<file path="src/hw/rtl/epfs_pkg.sv">
// Shared types and constants for the edge-preserving FIR smoother.
// Holds the configuration register indexes, coefficient set type and window sizes.
// No dependencies.
package epfs_pkg;

    // Coefficients are signed Q2.14 regardless of sample width
    localparam int unsigned COEF_WIDTH      = 16;

    // Window sizes and tap count
    localparam int unsigned WIN_SHORT       = 3;
    localparam int unsigned WIN_LONG        = 5;
    localparam int unsigned TAP_COUNT       = WIN_LONG;
    localparam int unsigned MAX_RESULTS     = 5;
    localparam int unsigned RES_CNT_WIDTH   = 3;

    // Element counter saturates; it only needs to say "window full"
    localparam int unsigned COUNT_WIDTH     = 3;
    localparam logic [COUNT_WIDTH-1:0] COUNT_MAX       = 3'd7;
    localparam logic [COUNT_WIDTH-1:0] FULL_LONG       = COUNT_WIDTH'(WIN_LONG - 1);
    localparam logic [COUNT_WIDTH-1:0] FULL_SHORT      = COUNT_WIDTH'(WIN_SHORT - 1);

    // Configuration register indexes
    localparam int unsigned CFG_INDEX_WIDTH = 3;
    typedef enum logic [CFG_INDEX_WIDTH-1:0] {
        CFG_FIVE_TAP_MODE = 3'd0,
        CFG_COEF_A        = 3'd1,
        CFG_COEF_B        = 3'd2,
        CFG_COEF_C        = 3'd3,
        CFG_COEF_D        = 3'd4,
        CFG_COEF_E        = 3'd5
    } cfg_index_t;

    // Reset value of the centre weight: 1.0 in Q2.14
    localparam logic signed [COEF_WIDTH-1:0] COEF_C_RESET = 16'sd16384;

    // Full coefficient set, offsets -2..+2 from the centre
    typedef struct packed {
        logic signed [COEF_WIDTH-1:0] a;
        logic signed [COEF_WIDTH-1:0] b;
        logic signed [COEF_WIDTH-1:0] c;
        logic signed [COEF_WIDTH-1:0] d;
        logic signed [COEF_WIDTH-1:0] e;
    } coef_set_t;

endpackage

</file>
<file path="src/hw/rtl/epfs_mac.sv">
// Two-stage multiply-accumulate for the smoother: registered tap products,
// then sum, round half up, shift and saturate. Depends on epfs_pkg.
module epfs_mac #(
    parameter int unsigned SAMPLE_WIDTH   = 16,
    parameter int unsigned COEF_FRAC_BITS = 14
) (
    input  logic                           clk,
    input  logic                           load,
    input  logic signed [SAMPLE_WIDTH-1:0] taps [epfs_pkg::TAP_COUNT],
    input  epfs_pkg::coef_set_t            coefs,
    output logic signed [SAMPLE_WIDTH-1:0] result
);
    import epfs_pkg::*;

    localparam int unsigned PROD_W  = SAMPLE_WIDTH + COEF_WIDTH;
    localparam int unsigned SUM_W   = PROD_W + 3;
    localparam int unsigned ACC_W   = (SUM_W > COEF_FRAC_BITS + 2) ? SUM_W : COEF_FRAC_BITS + 2;
    localparam logic signed [ACC_W-1:0] ROUND_ADD = ACC_W'(1) << (COEF_FRAC_BITS - 1);
    localparam logic signed [ACC_W-1:0] SAT_HI =
        {{(ACC_W - SAMPLE_WIDTH + 1){1'b0}}, {(SAMPLE_WIDTH - 1){1'b1}}};
    localparam logic signed [ACC_W-1:0] SAT_LO =
        {{(ACC_W - SAMPLE_WIDTH + 1){1'b1}}, {(SAMPLE_WIDTH - 1){1'b0}}};

    logic signed [COEF_WIDTH-1:0] coef_arr [TAP_COUNT];
    logic signed [PROD_W-1:0]     prod_reg [TAP_COUNT];
    logic signed [ACC_W-1:0]      acc;
    logic signed [ACC_W-1:0]      shifted;

    assign coef_arr[0] = coefs.a;
    assign coef_arr[1] = coefs.b;
    assign coef_arr[2] = coefs.c;
    assign coef_arr[3] = coefs.d;
    assign coef_arr[4] = coefs.e;

    // Register one product per tap
    always_ff @(posedge clk)
    begin
        if (load)
        begin
            for (int i = 0; i < TAP_COUNT; i++)
            begin
                prod_reg[i] <= PROD_W'(taps[i]) * PROD_W'(coef_arr[i]);
            end
        end
    end

    // Sum, round half up, floor shift
    always_comb
    begin
        acc = ROUND_ADD;
        for (int i = 0; i < TAP_COUNT; i++)
        begin
            acc = acc + ACC_W'(prod_reg[i]);
        end
        shifted = acc >>> COEF_FRAC_BITS;
    end

    // Clamp to the sample range
    always_comb
    begin
        priority if (shifted > SAT_HI)
        begin
            result = SAT_HI[SAMPLE_WIDTH-1:0];
        end
        else if (shifted < SAT_LO)
        begin
            result = SAT_LO[SAMPLE_WIDTH-1:0];
        end
        else
        begin
            result = shifted[SAMPLE_WIDTH-1:0];
        end
    end

endmodule

</file>
<file path="src/hw/rtl/edge_preserving_fir_smoother.sv">
// Top level of the edge-preserving FIR smoother: config registers, delay line,
// result planning and the output burst queue. Depends on epfs_pkg and epfs_mac.
//
// Smooths one array per run of input words with a 3-tap or 5-tap symmetric
// window (five_tap_mode). The pipeline is three registers deep (input, product,
// result) and takes one input word per cycle unless stalled. Each input word
// yields zero to five output words, sent one per cycle from the result register
// unless out_stall holds them; the input side stalls while a multi-word burst
// drains or while the receiver holds off, so the start of an array (head
// elements plus the first filtered element) and the word marked array_last
// (filtered element plus the tail) hold the input back while their extra words
// drain. An item's output passes through the input, product and result registers.
// Write coefficients and mode only between arrays, with the block idle.
module edge_preserving_fir_smoother #(
    parameter int unsigned SAMPLE_WIDTH   = 16,
    parameter int unsigned COEF_FRAC_BITS = 14
) (
    input  logic                                   clk,
    input  logic                                   rst_n,
    input  logic                                   cfg_we,
    input  logic [epfs_pkg::CFG_INDEX_WIDTH-1:0]   cfg_index,
    input  logic [epfs_pkg::COEF_WIDTH-1:0]        cfg_wdata,
    input  logic                                   in_valid,
    output logic                                   in_stall,
    input  logic signed [SAMPLE_WIDTH-1:0]         sample,
    input  logic                                   array_last,
    output logic                                   out_valid,
    input  logic                                   out_stall,
    output logic signed [SAMPLE_WIDTH-1:0]         smoothed,
    output logic                                   run_last,
    output logic                                   array_end
);
    import epfs_pkg::*;

    // Configuration
    logic                          mode_reg;
    coef_set_t                     coef_reg;

    // Delay line, newest first, and element count
    logic signed [SAMPLE_WIDTH-1:0] dl_reg [4];
    logic [COUNT_WIDTH-1:0]         count_reg;

    // Input stage
    logic                           s1_valid_reg;
    logic signed [SAMPLE_WIDTH-1:0] s1_x_reg;
    logic signed [SAMPLE_WIDTH-1:0] s1_dl_reg [4];
    logic [COUNT_WIDTH-1:0]         s1_k_reg;
    logic                           s1_mode_reg;
    logic                           s1_last_reg;

    // Plan built from the input stage
    logic signed [SAMPLE_WIDTH-1:0] plan_val [MAX_RESULTS];
    logic [RES_CNT_WIDTH-1:0]       plan_n;
    logic [RES_CNT_WIDTH-1:0]       plan_fpos;
    logic signed [SAMPLE_WIDTH-1:0] taps [TAP_COUNT];

    // Product stage
    logic                           s2_valid_reg;
    logic signed [SAMPLE_WIDTH-1:0] s2_val_reg [MAX_RESULTS];
    logic [RES_CNT_WIDTH-1:0]       s2_n_reg;
    logic [RES_CNT_WIDTH-1:0]       s2_fpos_reg;
    logic                           s2_last_reg;
    logic signed [SAMPLE_WIDTH-1:0] mac_result;

    // Result burst stage
    logic                           s3_valid_reg;
    logic signed [SAMPLE_WIDTH-1:0] s3_val_reg [MAX_RESULTS];
    logic [RES_CNT_WIDTH-1:0]       s3_n_reg;
    logic                           s3_last_reg;
    logic [RES_CNT_WIDTH-1:0]       s3_ptr_reg;

    // Flow control
    logic in_fire, out_fire, s3_done, s3_free, s2_move, s2_free, s3_load, s1_move;

    assign out_fire = s3_valid_reg && !out_stall;
    assign s3_done  = (s3_ptr_reg == s3_n_reg - RES_CNT_WIDTH'(1));
    assign s3_free  = !s3_valid_reg || (out_fire && s3_done);
    assign s2_move  = s2_valid_reg && ((s2_n_reg == '0) || s3_free);
    assign s3_load  = s2_move && (s2_n_reg != '0);
    assign s2_free  = !s2_valid_reg || s2_move;
    assign s1_move  = s1_valid_reg && s2_free;
    assign in_stall = s1_valid_reg && !s2_free;
    assign in_fire  = in_valid && !in_stall;

    // Write configuration registers
    always_ff @(posedge clk or negedge rst_n)
    begin
        if (!rst_n)
        begin
            mode_reg   <= 1'b1;
            coef_reg.a <= '0;
            coef_reg.b <= '0;
            coef_reg.c <= COEF_C_RESET;
            coef_reg.d <= '0;
            coef_reg.e <= '0;
        end
        else if (cfg_we)
        begin
            unique case (cfg_index)
                CFG_FIVE_TAP_MODE: mode_reg   <= cfg_wdata[0];
                CFG_COEF_A:        coef_reg.a <= cfg_wdata;
                CFG_COEF_B:        coef_reg.b <= cfg_wdata;
                CFG_COEF_C:        coef_reg.c <= cfg_wdata;
                CFG_COEF_D:        coef_reg.d <= cfg_wdata;
                CFG_COEF_E:        coef_reg.e <= cfg_wdata;
                default:           ;
            endcase
        end
    end

    // Advance the delay line and element count on each accepted word
    always_ff @(posedge clk or negedge rst_n)
    begin
        if (!rst_n)
        begin
            for (int i = 0; i < 4; i++)
            begin
                dl_reg[i] <= '0;
            end
            count_reg <= '0;
        end
        else if (in_fire)
        begin
            dl_reg[3] <= dl_reg[2];
            dl_reg[2] <= dl_reg[1];
            dl_reg[1] <= dl_reg[0];
            dl_reg[0] <= sample;
            if (array_last)
            begin
                count_reg <= '0;
            end
            else if (count_reg != COUNT_MAX)
            begin
                count_reg <= count_reg + COUNT_WIDTH'(1);
            end
        end
    end

    // Capture the word with a snapshot of the delay line
    always_ff @(posedge clk or negedge rst_n)
    begin
        if (!rst_n)
        begin
            s1_valid_reg <= 1'b0;
        end
        else if (in_fire)
        begin
            s1_valid_reg <= 1'b1;
        end
        else if (s1_move)
        begin
            s1_valid_reg <= 1'b0;
        end
    end

    always_ff @(posedge clk)
    begin
        if (in_fire)
        begin
            s1_x_reg    <= sample;
            s1_dl_reg   <= dl_reg;
            s1_k_reg    <= count_reg;
            s1_mode_reg <= mode_reg;
            s1_last_reg <= array_last;
        end
    end

    // Plan the result list and select the taps
    always_comb
    begin
        for (int i = 0; i < MAX_RESULTS; i++)
        begin
            plan_val[i] = '0;
        end
        plan_n    = '0;
        plan_fpos = '0;
        if (s1_mode_reg)
        begin
            taps[0] = s1_dl_reg[3];
            taps[1] = s1_dl_reg[2];
            taps[2] = s1_dl_reg[1];
            taps[3] = s1_dl_reg[0];
            taps[4] = s1_x_reg;
            if (s1_k_reg >= FULL_LONG)
            begin
                if (s1_k_reg == FULL_LONG)
                begin
                    // head: two pass-through elements, then filtered
                    plan_val[0] = s1_dl_reg[3];
                    plan_val[1] = s1_dl_reg[2];
                    plan_fpos   = 3'd2;
                    plan_n      = 3'd3;
                    if (s1_last_reg)
                    begin
                        plan_val[3] = s1_dl_reg[0];
                        plan_val[4] = s1_x_reg;
                        plan_n      = 3'd5;
                    end
                end
                else
                begin
                    plan_n = 3'd1;
                    if (s1_last_reg)
                    begin
                        plan_val[1] = s1_dl_reg[0];
                        plan_val[2] = s1_x_reg;
                        plan_n      = 3'd3;
                    end
                end
            end
        end
        else
        begin
            // outer taps unused in three-tap mode
            taps[0] = '0;
            taps[1] = s1_dl_reg[1];
            taps[2] = s1_dl_reg[0];
            taps[3] = s1_x_reg;
            taps[4] = '0;
            if (s1_k_reg >= FULL_SHORT)
            begin
                if (s1_k_reg == FULL_SHORT)
                begin
                    plan_val[0] = s1_dl_reg[1];
                    plan_fpos   = 3'd1;
                    plan_n      = 3'd2;
                    if (s1_last_reg)
                    begin
                        plan_val[2] = s1_x_reg;
                        plan_n      = 3'd3;
                    end
                end
                else
                begin
                    plan_n = 3'd1;
                    if (s1_last_reg)
                    begin
                        plan_val[1] = s1_x_reg;
                        plan_n      = 3'd2;
                    end
                end
            end
        end
    end

    epfs_mac #(
        .SAMPLE_WIDTH   (SAMPLE_WIDTH),
        .COEF_FRAC_BITS (COEF_FRAC_BITS)
    ) u_mac (
        .clk    (clk),
        .load   (s1_move),
        .taps   (taps),
        .coefs  (coef_reg),
        .result (mac_result)
    );

    // Hold the plan alongside the products
    always_ff @(posedge clk or negedge rst_n)
    begin
        if (!rst_n)
        begin
            s2_valid_reg <= 1'b0;
        end
        else if (s1_move)
        begin
            s2_valid_reg <= 1'b1;
        end
        else if (s2_move)
        begin
            s2_valid_reg <= 1'b0;
        end
    end

    always_ff @(posedge clk)
    begin
        if (s1_move)
        begin
            s2_val_reg  <= plan_val;
            s2_n_reg    <= plan_n;
            s2_fpos_reg <= plan_fpos;
            s2_last_reg <= s1_last_reg;
        end
    end

    // Load a burst, then step through it one word per accepted output
    always_ff @(posedge clk or negedge rst_n)
    begin
        if (!rst_n)
        begin
            s3_valid_reg <= 1'b0;
            s3_ptr_reg   <= '0;
        end
        else if (s3_load)
        begin
            s3_valid_reg <= 1'b1;
            s3_ptr_reg   <= '0;
        end
        else if (out_fire)
        begin
            if (s3_done)
            begin
                s3_valid_reg <= 1'b0;
            end
            else
            begin
                s3_ptr_reg <= s3_ptr_reg + RES_CNT_WIDTH'(1);
            end
        end
    end

    always_ff @(posedge clk)
    begin
        if (s3_load)
        begin
            for (int i = 0; i < MAX_RESULTS; i++)
            begin
                s3_val_reg[i] <= (s2_fpos_reg == RES_CNT_WIDTH'(i)) ? mac_result
                                                                    : s2_val_reg[i];
            end
            s3_n_reg    <= s2_n_reg;
            s3_last_reg <= s2_last_reg;
        end
    end

    // Drive the output word
    assign out_valid = s3_valid_reg;
    assign smoothed  = s3_val_reg[s3_ptr_reg];
    assign run_last  = s3_done;
    assign array_end = s3_done && s3_last_reg;

endmodule

</file>
<file path="config.mk">
export PLATFORM = sky130hd
export DESIGN_NAME = edge_preserving_fir_smoother
export DESIGN_NICKNAME = d
export VERILOG_FILES = /design/src/hw/rtl/epfs_pkg.sv /design/src/hw/rtl/epfs_mac.sv /design/src/hw/rtl/edge_preserving_fir_smoother.sv
export SDC_FILE = /design/constraint.sdc
export NUM_CORES = 2
export LEC_CHECK = 0
export BUFFER_PORTS_ARGS = -buffer_cell sky130_fd_sc_hd__buf_4
export CAP_MARGIN = 20
export CELL_PAD_IN_SITES_DETAIL_PLACEMENT = 0
export CELL_PAD_IN_SITES_GLOBAL_PLACEMENT = 1
export CORE_ASPECT_RATIO = 0.8
export CORE_UTILIZATION = 45
export CTS_CLUSTER_SIZE = 30
export DETAILED_ROUTE_END_ITERATION = 12
export PLACE_DENSITY_LB_ADDON = 0.1
export SLEW_MARGIN = 30
export SYNTH_ARGS = -nofsm -noshare
export SYNTH_HDL_FRONTEND = slang
export SYNTH_HIERARCHICAL = 1
export SYNTH_SLANG_ARGS = --single-unit
export TNS_END_PERCENT = 20
</file>
<file path="constraint.sdc">
create_clock -name clk -period 17.5 [get_ports clk]
set_input_delay 1.75 -clock clk [delete_from_list [all_inputs] [get_ports clk]]
set_output_delay 1.75 -clock clk [all_outputs]
set_load 0.05 [all_outputs]
</file>
After elaboration in Yosys (flattened, before gate mapping)
Memory sizes are Yosys's and may differ from the RTL's.
Cells that the tools add are included.
W data, S select, Z words.
{"block": "totals", "reg_bits": 330, "latchBits": 0, "mem_bits_rw": 240, "romBits": 0, "out_inout_bits": 20, "mem_count": 2}
{"block": "op_classes", "add_sub_neg": 8, "n_mul": 5, "div_mod_pow": 0, "order_cmp": 4, "eq_ne": 14, "shift": 0, "mux": 50, "n_bitwise": 0, "reduce_logical": 35}
{"memory": "u_mac.prod_reg", "depth": 5, "width": 32, "rd": 5, "rd_clocked_by_memory_dff": 0, "wr": 5, "line_no": "epfs_mac.sv:25", "source": "logic signed [PROD_W-1:0] prod_reg [TAP_COUNT];"}
{"memory": "s3_val_reg", "depth": 5, "width": 16, "rd": 1, "rd_clocked_by_memory_dff": 0, "wr": 5, "line_no": "edge_preserving_fir_smoother.sv:67", "source": "logic signed [SAMPLE_WIDTH-1:0] s3_val_reg [MAX_RESULTS];"}
{"op": "$mux W16", "count": 14}
{"op": "$mul A16 B16 Y32", "count": 5}
{"op": "$mux W80", "count": 2}
{"op": "$add A35 B32 Y35", "count": 3}
{"op": "$mux W48", "count": 2}
{"op": "$mux W32", "count": 2}
{"op": "$mux W3", "count": 12}
{"op": "$add A33 B32 Y34", "count": 1}
{"op": "$add A15 B32 Y33 const A", "count": 1}
{"op": "$gt A21 B16 Y1 const B", "count": 1}
{"op": "$lt A21 B16 Y1 const B", "count": 1}
{"op": "$reduce_and A2 Y1", "count": 9}
{"op": "$eq A3 B2 Y1 const B", "count": 5}
{"op": "$mux W1", "count": 14}
{"op": "$eq A3 B3 Y1 const B", "count": 4}
{"op": "$reduce_bool A2 Y1", "count": 5}
{"op": "$logic_not A3 Y1", "count": 3}
{"op": "$logic_and A1 B1 Y1", "count": 8}
{"op": "$mux W2", "count": 4}
{"op": "$add A3 B1 Y3 const B", "count": 2}
{"op": "$eq A3 B1 Y1 const B", "count": 2}
{"op": "$logic_not A1 Y1", "count": 5}
{"op": "$eq A3 B3 Y1", "count": 1}
{"op": "$ge A3 B2 Y1 const B", "count": 1}
{"op": "other kinds (7)", "count": 9}

Depth between registers and ports, before layout
{"block": "logic_depth", "depth_word": 12, "ltp_mapped": 31, "depth_no_buf": 27}

Modules after synthesis
The synthesis kept the hierarchy.
{"module": "epfs_mac", "instances": 1, "cells_per_inst": 6071, "area_per_inst_um2": 57959.3}
{"module": "edge_preserving_fir_smoother", "instances": 1, "cells_per_inst": 1017, "area_per_inst_um2": 16709.8}

Worst setup path after synthesis
OpenSTA, ideal clock, no wires.
{"block": "synth_timing", "path_kind": "input to register", "startpoint": "in out_stall", "endpoint": "reg s2_fpos_reg[0], enable pin", "t_arrival_ps": 13009, "t_required_ps": 16613, "slack_ps": 3604, "cell_stages": 5, "n_path_buf": 1, "cell_sequence": "inv_1 > a41o_1 > buf_2 > nor2_1 > nor2b_1"}
{"block": "synth_via", "elab_chain_len": 8}
{"element": "start: declaration", "line_no": "edge_preserving_fir_smoother.sv:28", "source": "input logic out_stall,"}
{"element": "$logic_not A1 Y1", "line_no": "edge_preserving_fir_smoother.sv:75", "source": "assign out_fire = s3_valid_reg && !out_stall;"}
{"element": "$logic_and A1 B1 Y1", "line_no": "edge_preserving_fir_smoother.sv:75"}
{"element": "$logic_and A1 B1 Y1", "line_no": "edge_preserving_fir_smoother.sv:77", "source": "assign s3_free = !s3_valid_reg || (out_fire && s3_done);"}
{"element": "$logic_or A1 B1 Y1", "line_no": "edge_preserving_fir_smoother.sv:77"}
{"element": "$logic_or A1 B1 Y1", "line_no": "edge_preserving_fir_smoother.sv:78", "source": "assign s2_move = s2_valid_reg && ((s2_n_reg == '0) || s3_free);"}
{"element": "$logic_and A1 B1 Y1", "line_no": "edge_preserving_fir_smoother.sv:78"}
{"element": "$logic_or A1 B1 Y1", "line_no": "edge_preserving_fir_smoother.sv:80", "source": "assign s2_free = !s2_valid_reg || s2_move;"}
{"element": "$logic_and A1 B1 Y1", "line_no": "edge_preserving_fir_smoother.sv:81", "source": "assign s1_move = s1_valid_reg && s2_free;"}
{"element": "net s1_move", "line_no": "edge_preserving_fir_smoother.sv:73", "source": "logic in_fire, out_fire, s3_done, s3_free, s2_move, s2_free, s3_load, s1_move;"}
{"element": "end signal: assignment", "line_no": "edge_preserving_fir_smoother.sv:280", "source": "s2_fpos_reg <= plan_fpos;"}
{"element": "end: declaration", "line_no": "edge_preserving_fir_smoother.sv:61", "source": "logic [RES_CNT_WIDTH-1:0] s2_fpos_reg;"}
The timed path passes the listed nets, and every way through them passes these cells.
A chain may end at the register's enable or synchronous reset.

==> impl_metrics.csv <==
group,metric,value,unit
outcome,outcome,"completed",
sta,tns,0,ns
placed_design,io_buffers,60,
global_route,gr-total-overflow,0,
clock_tree,cts.repair.resized,0,
sta,relSlewSlack,32.5,%
die,coreArea,0.165,sq mm
clock_tree,cts.sinks,569,
clock_tree,cts-hold-fix-buffers,0,
sta,clock_skew,0.0553,ns
worst_setup_path,crit_arrival,8.90,ns
die,placementRows,133,
logic_synthesis,yosys-top-cells-area,"fa_1, edfxtp_1, inv_1, ha_1, and2_1",
die,die_w,457,um
worst_setup_path,crit_type,"reg2reg",
detailed_routing,vias_per_cell,5.21,
placed_design,routabilityCongestion,0.927,
clock_tree,htreeDepth,2,
die,ioPinCount,61,
die,die_h,366,um
logic_synthesis,synth_edf_count,415,
logic_synthesis,synth-async-reset-ratio,27.1,%
detailed_routing,dr.first_iter.drc_count,3545,
clock_tree,cts_made_buffers,60,
worst_setup_path,crit_fanout,54,
global_route,grt_pass1_vias,51100,
die,start_util,45.4,%
sta,finalHoldViolations,0,
sta,fin_crit,8.48,ns
clock_tree,clock_latency,0.69,ns
logic_synthesis,ys.flop_type,"edfxtp_1",
clock_tree,cts_tree,"yes",
logic_synthesis,synthTopCellsByCount,"inv_1, fa_1, nand2_1",
logic_synthesis,synth_cells,7088,
layout,largest_register_ffs,160,
clock_tree,postCtsSetupBuffers,0,
logic_synthesis,ys_seq_elements,569,
placed_design,placed_area,0.0773,sq mm
clock_tree,clockBufferDepth,3,
layout,nets,8956,
detailed_routing,routedWlPerCell,22.9,um
global_route,antenna_found_initial,17,
sta,max_freq,0.118,GHz
global_route,grt_util_all_layers,26.0,%
logic_synthesis,yosysSeqAreaShare,21.9,%
die,dieArea,0.168,sq mm
logic_synthesis,yosysMostFrequentCell,"inv_1",
worst_setup_path,r2r_cells,25,
logic_synthesis,syn_area_per_cell,10.5,sq um
layout,layout-drive-gt1-share,7.34,%
sta,rsz0062_at_grt,"false",
worst_setup_path,end_kind,"flop",
logic_synthesis,synth.distinct_cells,87,
min_path,min_path_cells,0,
sta,finalCritPeriodShare,48.5,%
logic_synthesis,synth_warnings,6,
sta,fin_hold_ws,0.418,ns
global_route,grt_max_degree,71,
detailed_routing,drc,0,
logic_synthesis,synth_nets,9014,
min_path,hold_path_class,"reg2reg",
detailed_routing,wl,212000,um
logic_synthesis,netlist_area,0.0747,sq mm
clock_tree,clockRootBuffer,"clkbuf_16",
detailed_routing,ant_nets,0,
sta,final-setup-viol-count,0,
sta,slew_violations,0,
logic_synthesis,synth.top_cell.area_share,37.7,%
flow_run,maxCapViolCount,0,
global_route,grt_pass1_wl,326000,um
detailed_routing,via_count,48200,
worst_setup_path,critPathLaunchType,"flop",
sta,worst_pin_slew,1.01,ns
detailed_routing,drt-pass1-iter-count,8,
placed_design,dp_hpwl,167000,um
layout,fin_area,0.0794,sq mm
clock_tree,clk_pin_slew,0.07,ns
layout,area_delta_synth_final,6.29,%
worst_setup_path,required,17.92,ns
logic_synthesis,yosysTopAreaCell,"fa_1",
-- logic make-up (layout without fill, tap and decap cells) --
group	count (synthesis)	count (layout)	synth area share (%)
buf+inv	1966	1960	9.95
compound gates	451	451	4.20
xor+xnor	200	200	2.36
simple gates	1742	1742	11.4
mux	275	275	4.47
other cells	0	8	0
flops	569	569	21.9
fa+ha+maj	1885	1885	45.7
-- worst max-delay path: stages (launching register included) --
cell	delay, ns
edfxtp_1	0.32
buf_4	0.37
buf_4	0.66
mux2_2	0.57
and2_1	0.22
fa_1	0.53
inv_1	0.06
fa_1	0.53
inv_1	0.04
ha_1	0.16
inv_1	0.06
fa_1	0.43
fa_1	0.50
fa_1	0.49
inv_1	0.04
ha_1	0.33
o21ai_0	0.23
inv_2	0.05
a2111oi_1	0.61
nor3_1	0.25
o2111ai_1	0.43
a31oi_1	0.22
and4_1	0.26
a2111oi_2	0.50
a31oi_1	0.16
xnor2_1	0.15
-- final timing paths --
path | start | end | slack [ns]
max | s1_mode_reg$_DFFE_PP_ | u_mac/prod_reg[0][95]$_DFFE_PP_ | 9.02
min | s2_val_reg[2]$_SDFFCE_PN0P_ | s3_val_reg[4][2]$_DFFE_PP_ | 0.42
max reg2reg | s1_mode_reg$_DFFE_PP_ | u_mac/prod_reg[0][95]$_DFFE_PP_ | 9.02
min reg2reg | s2_val_reg[2]$_SDFFCE_PN0P_ | s3_val_reg[4][2]$_DFFE_PP_ | 0.42
max in group asynchronous | rst_n | dl_reg[23]$_DFFE_PN0P_ | 14.48
min in group asynchronous | rst_n | coef_reg[3]$_DFFE_PN0P_ | 1.15
-- placed cells by master, fill, tap and decap left out, drive strengths merged, types with 21 or more instances in the layout --
master     n
nor3      30
a21o      79
nand2b    46
nor2     157
dfrtp    152
ha       479
fa      1406
xnor2    151
clkinv    23
o21bai    21
o21a      22
clkbuf    75
a21oi    126
mux2     257
xor2      48
o21ai     63
nand3     35
nand2    763
and2     630
inv     1753
edfxtp   415
buf      101
-- final cells by class --
type,instances,area [sq um]
fill,15400,85200
multi-input combinational,4553,51000
inverter,1745,6550
tap,2160,2700
sequential,569,16300
timing repair buffer,101,782
clock buffer,75,1600
antenna,8,20.0
clock inverter,39,403
-- metal layers --
| layer | GRT usage (%) | part of all wire, % | up-vias |
|---|---|---|---|
| met5 | 0 | 0.020 | - |
| met3 | 3.50 | 5.7 | 197 |
| li1 | - | - | 21300 |
| met1 | 37.9 | 45 | 25400 |
| met4 | 5.53 | 2.4 | 6 |
| met2 | 41.5 | 47 | 1156 |
-- through the flow --
stage / util, % / setup WS, ns / cells
after floorplan: - / 3.60 / 7088
after global placement: 47.0 / 9.00 / 9127
after detailed placement: 47.0 / 9.08 / 9127
after CTS: 48.2 / 9.08 / 9241
after global routing: 48.2 / 8.58 / 9248
final: 48.2 / 9.02 / 9250
Power is not shown: default switching activity piles up to over one toggle a cycle in this logic, so the estimate is an artifact.
